--- src/rtl/sorted_priority_queue_macros.svh ---
`ifndef SORTED_PRIORITY_QUEUE_MACROS_SVH
`define SORTED_PRIORITY_QUEUE_MACROS_SVH

// plain property under the block clock
`define SPQ_ASSERT(label, prop, msg) \
  label: assert property (@(posedge clk_i) disable iff (!rst_ni) (prop)) else $error(msg);

// same-cycle implication
`define SPQ_ASSERT_IMP(label, ante, cons, msg) \
  label: assert property (@(posedge clk_i) disable iff (!rst_ni) (ante) |-> (cons)) \
    else $error(msg);

// next-cycle implication
`define SPQ_ASSERT_NXT(label, ante, cons, msg) \
  label: assert property (@(posedge clk_i) disable iff (!rst_ni) (ante) |=> (cons)) \
    else $error(msg);

`endif

--- src/rtl/spq_pkg.sv ---
`timescale 1ns / 1ps
package spq_pkg;

  localparam int unsigned DEPTH_DEF       = 64;
  localparam int unsigned VALUE_WIDTH_DEF = 32;
  localparam int unsigned OCC_WIDTH       = 7;

  typedef enum logic {
    CMD_INSERT = 1'b0,
    CMD_REMOVE = 1'b1
  } spq_cmd_e;

  typedef enum logic [1:0] {
    ST_DONE  = 2'd0,
    ST_FULL  = 2'd1,
    ST_EMPTY = 2'd2
  } spq_status_e;

  typedef struct packed {
    logic ins;
    logic rem;
  } spq_ctrl_t;

endpackage

--- src/rtl/spq_cell.sv ---
`timescale 1ns / 1ps
module spq_cell #(
  parameter int unsigned IDX = 0,
  parameter int unsigned VW  = spq_pkg::VALUE_WIDTH_DEF,
  parameter int unsigned CW  = $clog2(spq_pkg::DEPTH_DEF + 1)
) (
  input  logic                 clk_i,
  input  spq_pkg::spq_ctrl_t   ctrl_i,
  input  logic [CW-1:0]        count_i,
  input  logic signed [VW-1:0] value_i,
  input  logic signed [VW-1:0] left_value_i,
  input  logic                 left_greater_i,
  input  logic signed [VW-1:0] right_value_i,
  output logic signed [VW-1:0] value_o,
  output logic                 greater_o
);
  import spq_pkg::*;

  logic signed [VW-1:0] value_q, value_d;
  logic                 occ;
  logic                 at_count;

  assign occ       = CW'(IDX) < count_i;
  assign at_count  = CW'(IDX) == count_i;
  assign greater_o = occ && (value_q > value_i);
  assign value_o   = value_q;

  always_comb begin
    value_d = value_q;
    if (ctrl_i.ins && (greater_o || at_count)) begin
      value_d = left_greater_i ? left_value_i : value_i;
    end else if (ctrl_i.rem) begin
      value_d = right_value_i;
    end
  end

  always_ff @(posedge clk_i) begin
    value_q <= value_d;
  end

endmodule
--- config.mk ---
export PLATFORM = sky130hd
export DESIGN_NAME = spq_cell
export DESIGN_NICKNAME = d
export VERILOG_FILES = /design/src/rtl/sorted_priority_queue_macros.svh /design/src/rtl/spq_pkg.sv /design/src/rtl/spq_cell.sv
export SDC_FILE = /design/constraint.sdc
export NUM_CORES = 1
export LEC_CHECK = 0
export BUFFER_PORTS_ARGS = -buffer_cell sky130_fd_sc_hd__buf_2
export CAP_MARGIN = 40
export CORE_UTILIZATION = 50
export DETAILED_ROUTE_END_ITERATION = 12
export PLACE_DENSITY = 0.87
export SYNTH_ARGS = -nofsm -noshare
export SYNTH_HDL_FRONTEND = slang
export SYNTH_SLANG_ARGS = --single-unit
--- constraint.sdc ---
create_clock -name clk_i -period 11.15 [get_ports clk_i]
set_input_delay 2.23 -clock clk_i [delete_from_list [all_inputs] [get_ports clk_i]]
set_output_delay 2.23 -clock clk_i [all_outputs]
set_load 0.02 [all_outputs]
==> results.py, run 1 <==
metrics = {
    "die": {
        "start_util": 0.519,
        "io_pins": 140,
        "fp.dieW_um": 75.1,
        "dieHeight_um": 75.1,
        "core_um2": 5140,
        "rows": 26,
        "die_area_um2": 5630,
    },
    "timing": {
        "setup_viol": 0,
        "rsz0062_at_grt": "false",
        "timing.setup.tns_ns": 0,
        "fmax_mhz": 151,
        "period_needed_ns": 6.60,
        "skew_ns": 0.00422,
        "final-hold-violation-count": 0,
        "maxSlewViolCount": 0,
        "worst_pin_slew_ns": 0.641,
        "min_period_over_period": 0.592,
        "max_slew_margin": 0.571,
    },
    "critical_path": {
        "crit_fanout": 6,
        "reg2reg_slack_ns": 7.43,
        "startpoint_type": "primary input",
        "r2r-end": "value_o[6]$_DFFE_PP_",
        "cp.arrival_ns": 4.37,
        "timing.rr.start": "value_o[31]$_DFFE_PP_",
        "crit_type": "in2out",
        "startpoint": "value_i[31]",
        "cp_data_required_time_ns": 8.92,
        "ff2ff_path_depth": 9,
        "crit_path_end_kind": "primary output",
        "crit_path_end": "greater_o",
    },
    "outcome": {
        "status": "finished clean",
    },
    "clock_network": {
        "root_buffer": "clkbuf_8",
        "ctsHoldBuffers": 0,
        "path_clk_slew_ns": 0.07,
        "cts.sinks": 32,
        "clock_path_buffers": 2,
        "cts_tree": "built",
        "htreeDepth": 2,
        "cts_made_buffers": 5,
        "clock_latency_ns": 0.28,
        "post_cts_resized": 0,
        "cts_setup_buffers": 0,
    },
    "final_layout": {
        "area_growth_pct": 31.7,
        "fin_area_um2": 3510,
        "final_cell_mix": "buf_2 (139), nand2_1 (40), o21ai_0 (36)",
        "fill_cells": 429,
        "final_cells": 474,
        "layout_commonest_cell": "buf_2",
        "nets": 542,
        "multi_input_area_um2": 1520,
        "regArea_um2": 961,
        "num_antenna_cells": 0,
        "drive_above_1_share": 0.453,
        "largest_reg_flops": 32,
        "finish.utilization": 0.684,
    },
    "drt": {
        "route.detailed.drc": 0,
        "vias_per_cell": 5.13,
        "routedWlPerCell_um": 14.0,
        "num_vias": 2431,
        "antenna_left": 0,
        "wl_mm": 6.62,
        "drt_iter0_markers": 117,
        "dr.pass1.iters": 6,
    },
    "power": {
        "netSwitchingFraction": 0.366,
        "seq_power_share": 0.363,
        "p_int_mw": 0.320,
        "power_frac_clock": 0.168,
        "p_leak_nw": 1.81,
        "combPwrFrac": 0.469,
        "ir_drop_v": 0.0000827,
        "power_density_nw_per_um2": 144,
        "p_sw_mw": 0.185,
        "totalPowerFinal_mw": 0.506,
    },
    "yosys": {
        "synth_seq_cells": 32,
        "synth.distinct_cells": 27,
        "syn-num-nets": 403,
        "yosys_warnings": 0,
        "synth_area_um2": 2670,
        "synth_area_per_cell_um2": 10.1,
        "synthCells": 264,
        "ys_seq_area_frac": 0.360,
    },
    "global_route": {
        "grt_max_degree": 34,
        "grt_pass1_vias": 2267,
        "gr-total-overflow": 0,
        "antenna_found_initial": 0,
        "grt_pass1_wl_mm": 9.74,
        "track_usage": 0.236,
    },
    "worst_hold_path": {
        "worstHoldStart": "value_o[31]$_DFFE_PP_",
        "hp-class": "reg2reg",
    },
    "place": {
        "placed_cells": 466,
        "dpl_cell_area_um2": 3430,
        "gp_congestion": 0.779,
        "dp_hpwl_mm": 5.28,
        "portBuffers": 139,
    },
    "job": {
        "max_cap_violations": 0,
    },
}
[area by class of cell]
type                       count  share of cell area
tap                           70              0.0249
timing repair buffer         142               0.210
clock inverter                 1             0.00107
clock buffer                   7              0.0217
multi-input combinational    187               0.431
sequential                    32               0.273
inverter                      35              0.0374
[cells by family after synthesis]
family	count (synthesis)	synth area share
and+or+nand+nor	63	0.109
AOI/OAI and AO/OA	59	0.129
buffers and inverters	45	0.0717
muxes	33	0.180
adders and majority gates	32	0.150
DFF	32	0.360
[power by group through the flow]
stage / clock, mW / combinational [mW] / sequential (mW)
floorplan: 0 / 0.134 / 0.218
global placement: 0 / 0.229 / 0.184
detailed placement: 0 / 0.238 / 0.186
CTS: 0.0878 / 0.239 / 0.184
global route: 0.0929 / 0.260 / 0.186
finish: 0.0851 / 0.237 / 0.184
[metal layers]
layer / GRT usage / up-vias / part of all wire
met3: 0.0683 / 7 / 0.079
met5: 0 / - / 0
met2: 0.466 / 102 / 0.52
li1: - / 1227 / -
met1: 0.238 / 1095 / 0.39
met4: 0.0650 / 0 / 0.0092
[worst min path at each step]
stage                       endpoint  cells past startpoint
6_report       value_o[15]$_DFFE_PP_                      3
5_1_grt        value_o[11]$_DFFE_PP_                      3
4_1_cts        value_o[15]$_DFFE_PP_                      3
3_5_place_dp   value_o[11]$_DFFE_PP_                      3
3_3_place_gp   value_o[15]$_DFFE_PP_                      3
2_1_floorplan   value_o[0]$_DFFE_PP_                      3
[critical path, stage by stage]
cell and delay, ns:
buf_2 0.07, inv_1 0.04, ha_1 0.41, nand4_1 0.18, or4_4 0.59, nor3_1 0.21
nor3_1 0.09, nand2_1 0.09, nor4b_1 0.23, buf_2 0.23
[cell usage after synthesis]
| cell | instances | area (µm²) |
|---|---|---|
| or4_1 | 1 | 7.51 |
| nand4_1 | 8 | 50.1 |
| clkbuf_1 | 7 | 26.3 |
| a2111o_1 | 1 | 11.3 |
| mux2_4 | 29 | 435 |
| nor2b_1 | 1 | 6.26 |
| ha_1 | 32 | 400 |
| o21ai_0 | 36 | 180 |
| nor2_1 | 1 | 3.75 |
| or3_1 | 1 | 6.26 |
| o311ai_4 | 1 | 26.3 |
| o311a_1 | 1 | 10.0 |
| or2_1 | 1 | 6.26 |
| o211ai_1 | 2 | 15.0 |
| nand2_1 | 40 | 150 |
| inv_1 | 35 | 131 |
| buf_6 | 3 | 33.8 |
| mux2_2 | 4 | 45.0 |
| nor4_1 | 1 | 6.26 |
| or4_4 | 1 | 11.3 |
| nor3_1 | 4 | 20.0 |
| edfxtp_1 | 32 | 961 |
| a21oi_1 | 16 | 80.1 |
| nor4b_1 | 1 | 8.76 |
| a22oi_2 | 1 | 12.5 |
| a221oi_1 | 1 | 8.76 |
| nand3_1 | 3 | 15.0 |
[metrics by stage]
| stage | hold WS, ns | worst slack, ns |
|---|---|---|
| CTS | 1.24 | 4.54 |
| finish | 1.23 | 4.55 |
| global route | 1.30 | 4.34 |
| detailed placement | 1.21 | 4.55 |
| floorplan | 1.22 | 4.51 |
| global placement | 1.21 | 4.66 |
Note: power is estimated with default switching activity, not from simulation.
==> inputs of run 2 (changes only) <==
--- a/config.mk
+++ b/config.mk
@@ -7,9 +7,9 @@
 export LEC_CHECK = 0
 export BUFFER_PORTS_ARGS = -buffer_cell sky130_fd_sc_hd__buf_2
 export CAP_MARGIN = 40
-export CORE_UTILIZATION = 50
+export CORE_UTILIZATION = 42
 export DETAILED_ROUTE_END_ITERATION = 12
-export PLACE_DENSITY = 0.87
+export PLACE_DENSITY = 0.78
 export SYNTH_ARGS = -nofsm -noshare
 export SYNTH_HDL_FRONTEND = slang
 export SYNTH_SLANG_ARGS = --single-unit
==> constraint.sdc (replaced) <==
create_clock -name clk_i -period 5.3 [get_ports clk_i]
set_input_delay 1.06 -clock clk_i [delete_from_list [all_inputs] [get_ports clk_i]]
set_output_delay 1.06 -clock clk_i [all_outputs]
set_load 0.02 [all_outputs]
==> run 2 against run 1 <==
- worst setup slack lost 3.6 ns
- clock skew is 0.0023 ns higher
- largest cell class unchanged
- combinational power grew 110%
- critical path depth unchanged
- critical path type unchanged
- cell count is 1.1% higher
- sequential power rose by 110%
- register-to-register slack got worse by 5.6 ns
- clock power grew to 2.7 times the previous value
- non-clock buffer count unchanged
- hold slack worse by 0.15 ns
- clock-buffer cell count down 2
- die area is 19% higher
==> results.py, run 2 (same netlist as run 1, synthesis figures left out) <==
metrics = {
    "outcome": {
        "status": "finished clean",
    },
    "place": {
        "portBuffers": 139,
        "dp_hpwl_mm": 5.17,
        "gp_congestion": 0.773,
        "dpl_cell_area_um2": 3440,
    },
    "final_layout": {
        "nets": 542,
        "fin_area_um2": 3550,
        "drive_above_1_share": 0.455,
        "layout_commonest_cell": "buf_2",
        "finish.utilization": 0.589,
        "largest_reg_flops": 32,
        "num_antenna_cells": 0,
        "final_cell_mix": "buf_2 (139), nand2_1 (40), o21ai_0 (36)",
        "area_growth_pct": 32.9,
    },
    "critical_path": {
        "crit_buf_inv": 3,
        "r2r-end": "value_o[28]$_DFFE_PP_",
        "startpoint_type": "primary input",
        "ff2ff_path_depth": 8,
        "cp.depth": 10,
        "crit_path_end": "greater_o",
        "crit_type": "in2out",
        "crit_path_end_kind": "primary output",
        "cp.arrival_ns": 3.30,
        "crit_family": "simple AND/OR/NAND/NOR gates",
        "timing.rr.start": "value_o[31]$_DFFE_PP_",
        "cpMaxStageDelayCell": "or4_4",
        "slowest_delay_ns": 0.59,
        "reg2reg_slack_ns": 1.82,
        "cp_cell_sequence": "buf_2 -> inv_1 -> ha_1 -> nand4_1 -> or4_4 -> nor3_1 -> nor3_1 -> nand2_1 -> nor4b_1 -> buf_2",
        "startpoint": "value_i[31]",
        "crit_fanout": 6,
        "cp_data_required_time_ns": 4.24,
    },
    "drt": {
        "wl_mm": 6.49,
        "num_vias": 2380,
        "drt_iter0_markers": 61,
        "dr.pass1.iters": 4,
        "routedWlPerCell_um": 13.5,
        "vias_per_cell": 4.97,
        "antenna_left": 0,
        "route.detailed.drc": 0,
    },
    "die": {
        "die_area_um2": 6680,
        "io_pins": 140,
        "start_util": 0.443,
        "rows": 28,
        "dieHeight_um": 81.7,
        "core_um2": 6030,
        "fp.dieW_um": 81.7,
    },
    "timing": {
        "rsz0062_at_grt": "false",
        "hold-worst-slack_ns": 1.08,
        "period_needed_ns": 4.36,
        "maxSlewViolCount": 0,
        "worst_pin_slew_ns": 0.723,
        "fmax_mhz": 229,
        "max_slew_margin": 0.518,
        "min_period_over_period": 0.823,
        "skew_ns": 0.00650,
        "setup_viol": 0,
        "timing.setup.tns_ns": 0,
        "final-hold-violation-count": 0,
    },
    "clock_network": {
        "clock_path_buffers": 2,
        "post_cts_resized": 0,
        "cts_setup_buffers": 0,
        "htreeDepth": 2,
        "path_clk_slew_ns": 0.07,
        "cts.sinks": 32,
        "clock_latency_ns": 0.28,
        "root_buffer": "clkbuf_8",
        "cts_made_buffers": 5,
        "ctsHoldBuffers": 0,
        "cts_tree": "built",
    },
    "power": {
        "power_frac_clock": 0.204,
        "netSwitchingFraction": 0.352,
        "ir_drop_v": 0.000138,
        "p_int_mw": 0.720,
        "combPwrFrac": 0.448,
        "p_sw_mw": 0.391,
        "power_density_nw_per_um2": 313,
        "seq_power_share": 0.348,
        "p_leak_nw": 1.82,
        "totalPowerFinal_mw": 1.11,
    },
    "global_route": {
        "grt_pass1_vias": 2319,
        "antenna_found_initial": 0,
        "gr-total-overflow": 0,
        "track_usage": 0.197,
        "grt_pass1_wl_mm": 9.98,
        "grt_max_degree": 35,
    },
    "job": {
        "max_cap_violations": 0,
    },
    "worst_hold_path": {
        "hp-class": "in2reg",
    },
}
run 2: cell count changes in the layout (fill, tap and decap cells not counted):
| cell | delta |
|---|---|
| bufinv_16 | +1 |
| clkbuf_1 | -2 |
| clkinv_1 | +1 |
run 2: final cells by class:
type	count	area, µm²
fill	558	2480
clock buffer	5	68.8
sequential	32	961
multi-input combinational	187	1520
clock inverter	3	37.5
tap	75	93.8
inverter	35	131
timing repair buffer	142	738
run 2: through the flow:
step	instances	worst slack [ns]
floorplan	264	1.00
global placement	470	1.13
detailed placement	471	0.981
CTS	479	0.972
global route	479	0.836
finish	479	0.936
run 2: worst reg2reg max path: stages (launching register included):
cell,delay (ns)
edfxtp_1,0.41
ha_1,0.44
nand4_1,0.19
or4_4,0.59
nor3_1,0.21
o21ai_0,0.19
o311ai_4,0.13
or2_1,0.62
buf_4,0.38
run 2: power groups by stage:
stage               Combinational, mW  Clock [mW]  Sequential (mW)
floorplan                       0.282           0            0.458
global placement                0.483           0            0.391
detailed placement              0.499           0            0.392
CTS                             0.502       0.232            0.387
global route                    0.546       0.240            0.393
finish                          0.497       0.227            0.386
run 2: worst min-delay path by stage:
| stage | slack, ns | cells after the start | endpoint | start |
|---|---|---|---|---|
| CTS | 1.07 | 2 | value_o[26]$_DFFE_PP_ | right_value_i[26] |
| global placement | 1.36 | 2 | value_o[27]$_DFFE_PP_ | right_value_i[27] |
| detailed placement | 1.36 | 2 | value_o[26]$_DFFE_PP_ | right_value_i[26] |
| finish | 1.08 | 2 | value_o[19]$_DFFE_PP_ | right_value_i[19] |
| floorplan | 1.22 | 3 | value_o[0]$_DFFE_PP_ | value_o[31]$_DFFE_PP_ |
| global route | 1.08 | 2 | value_o[26]$_DFFE_PP_ | right_value_i[26] |
run 2: routing by layer:
layer | track usage | vias to the layer above | part of all wire
met1 | 0.222 | 1043 | 0.41
met3 | 0.0367 | 9 | 0.073
met4 | 0.0632 | 0 | 0.014
met5 | 0 | - | 0
met2 | 0.372 | 100 | 0.50
li1 | - | 1228 | -
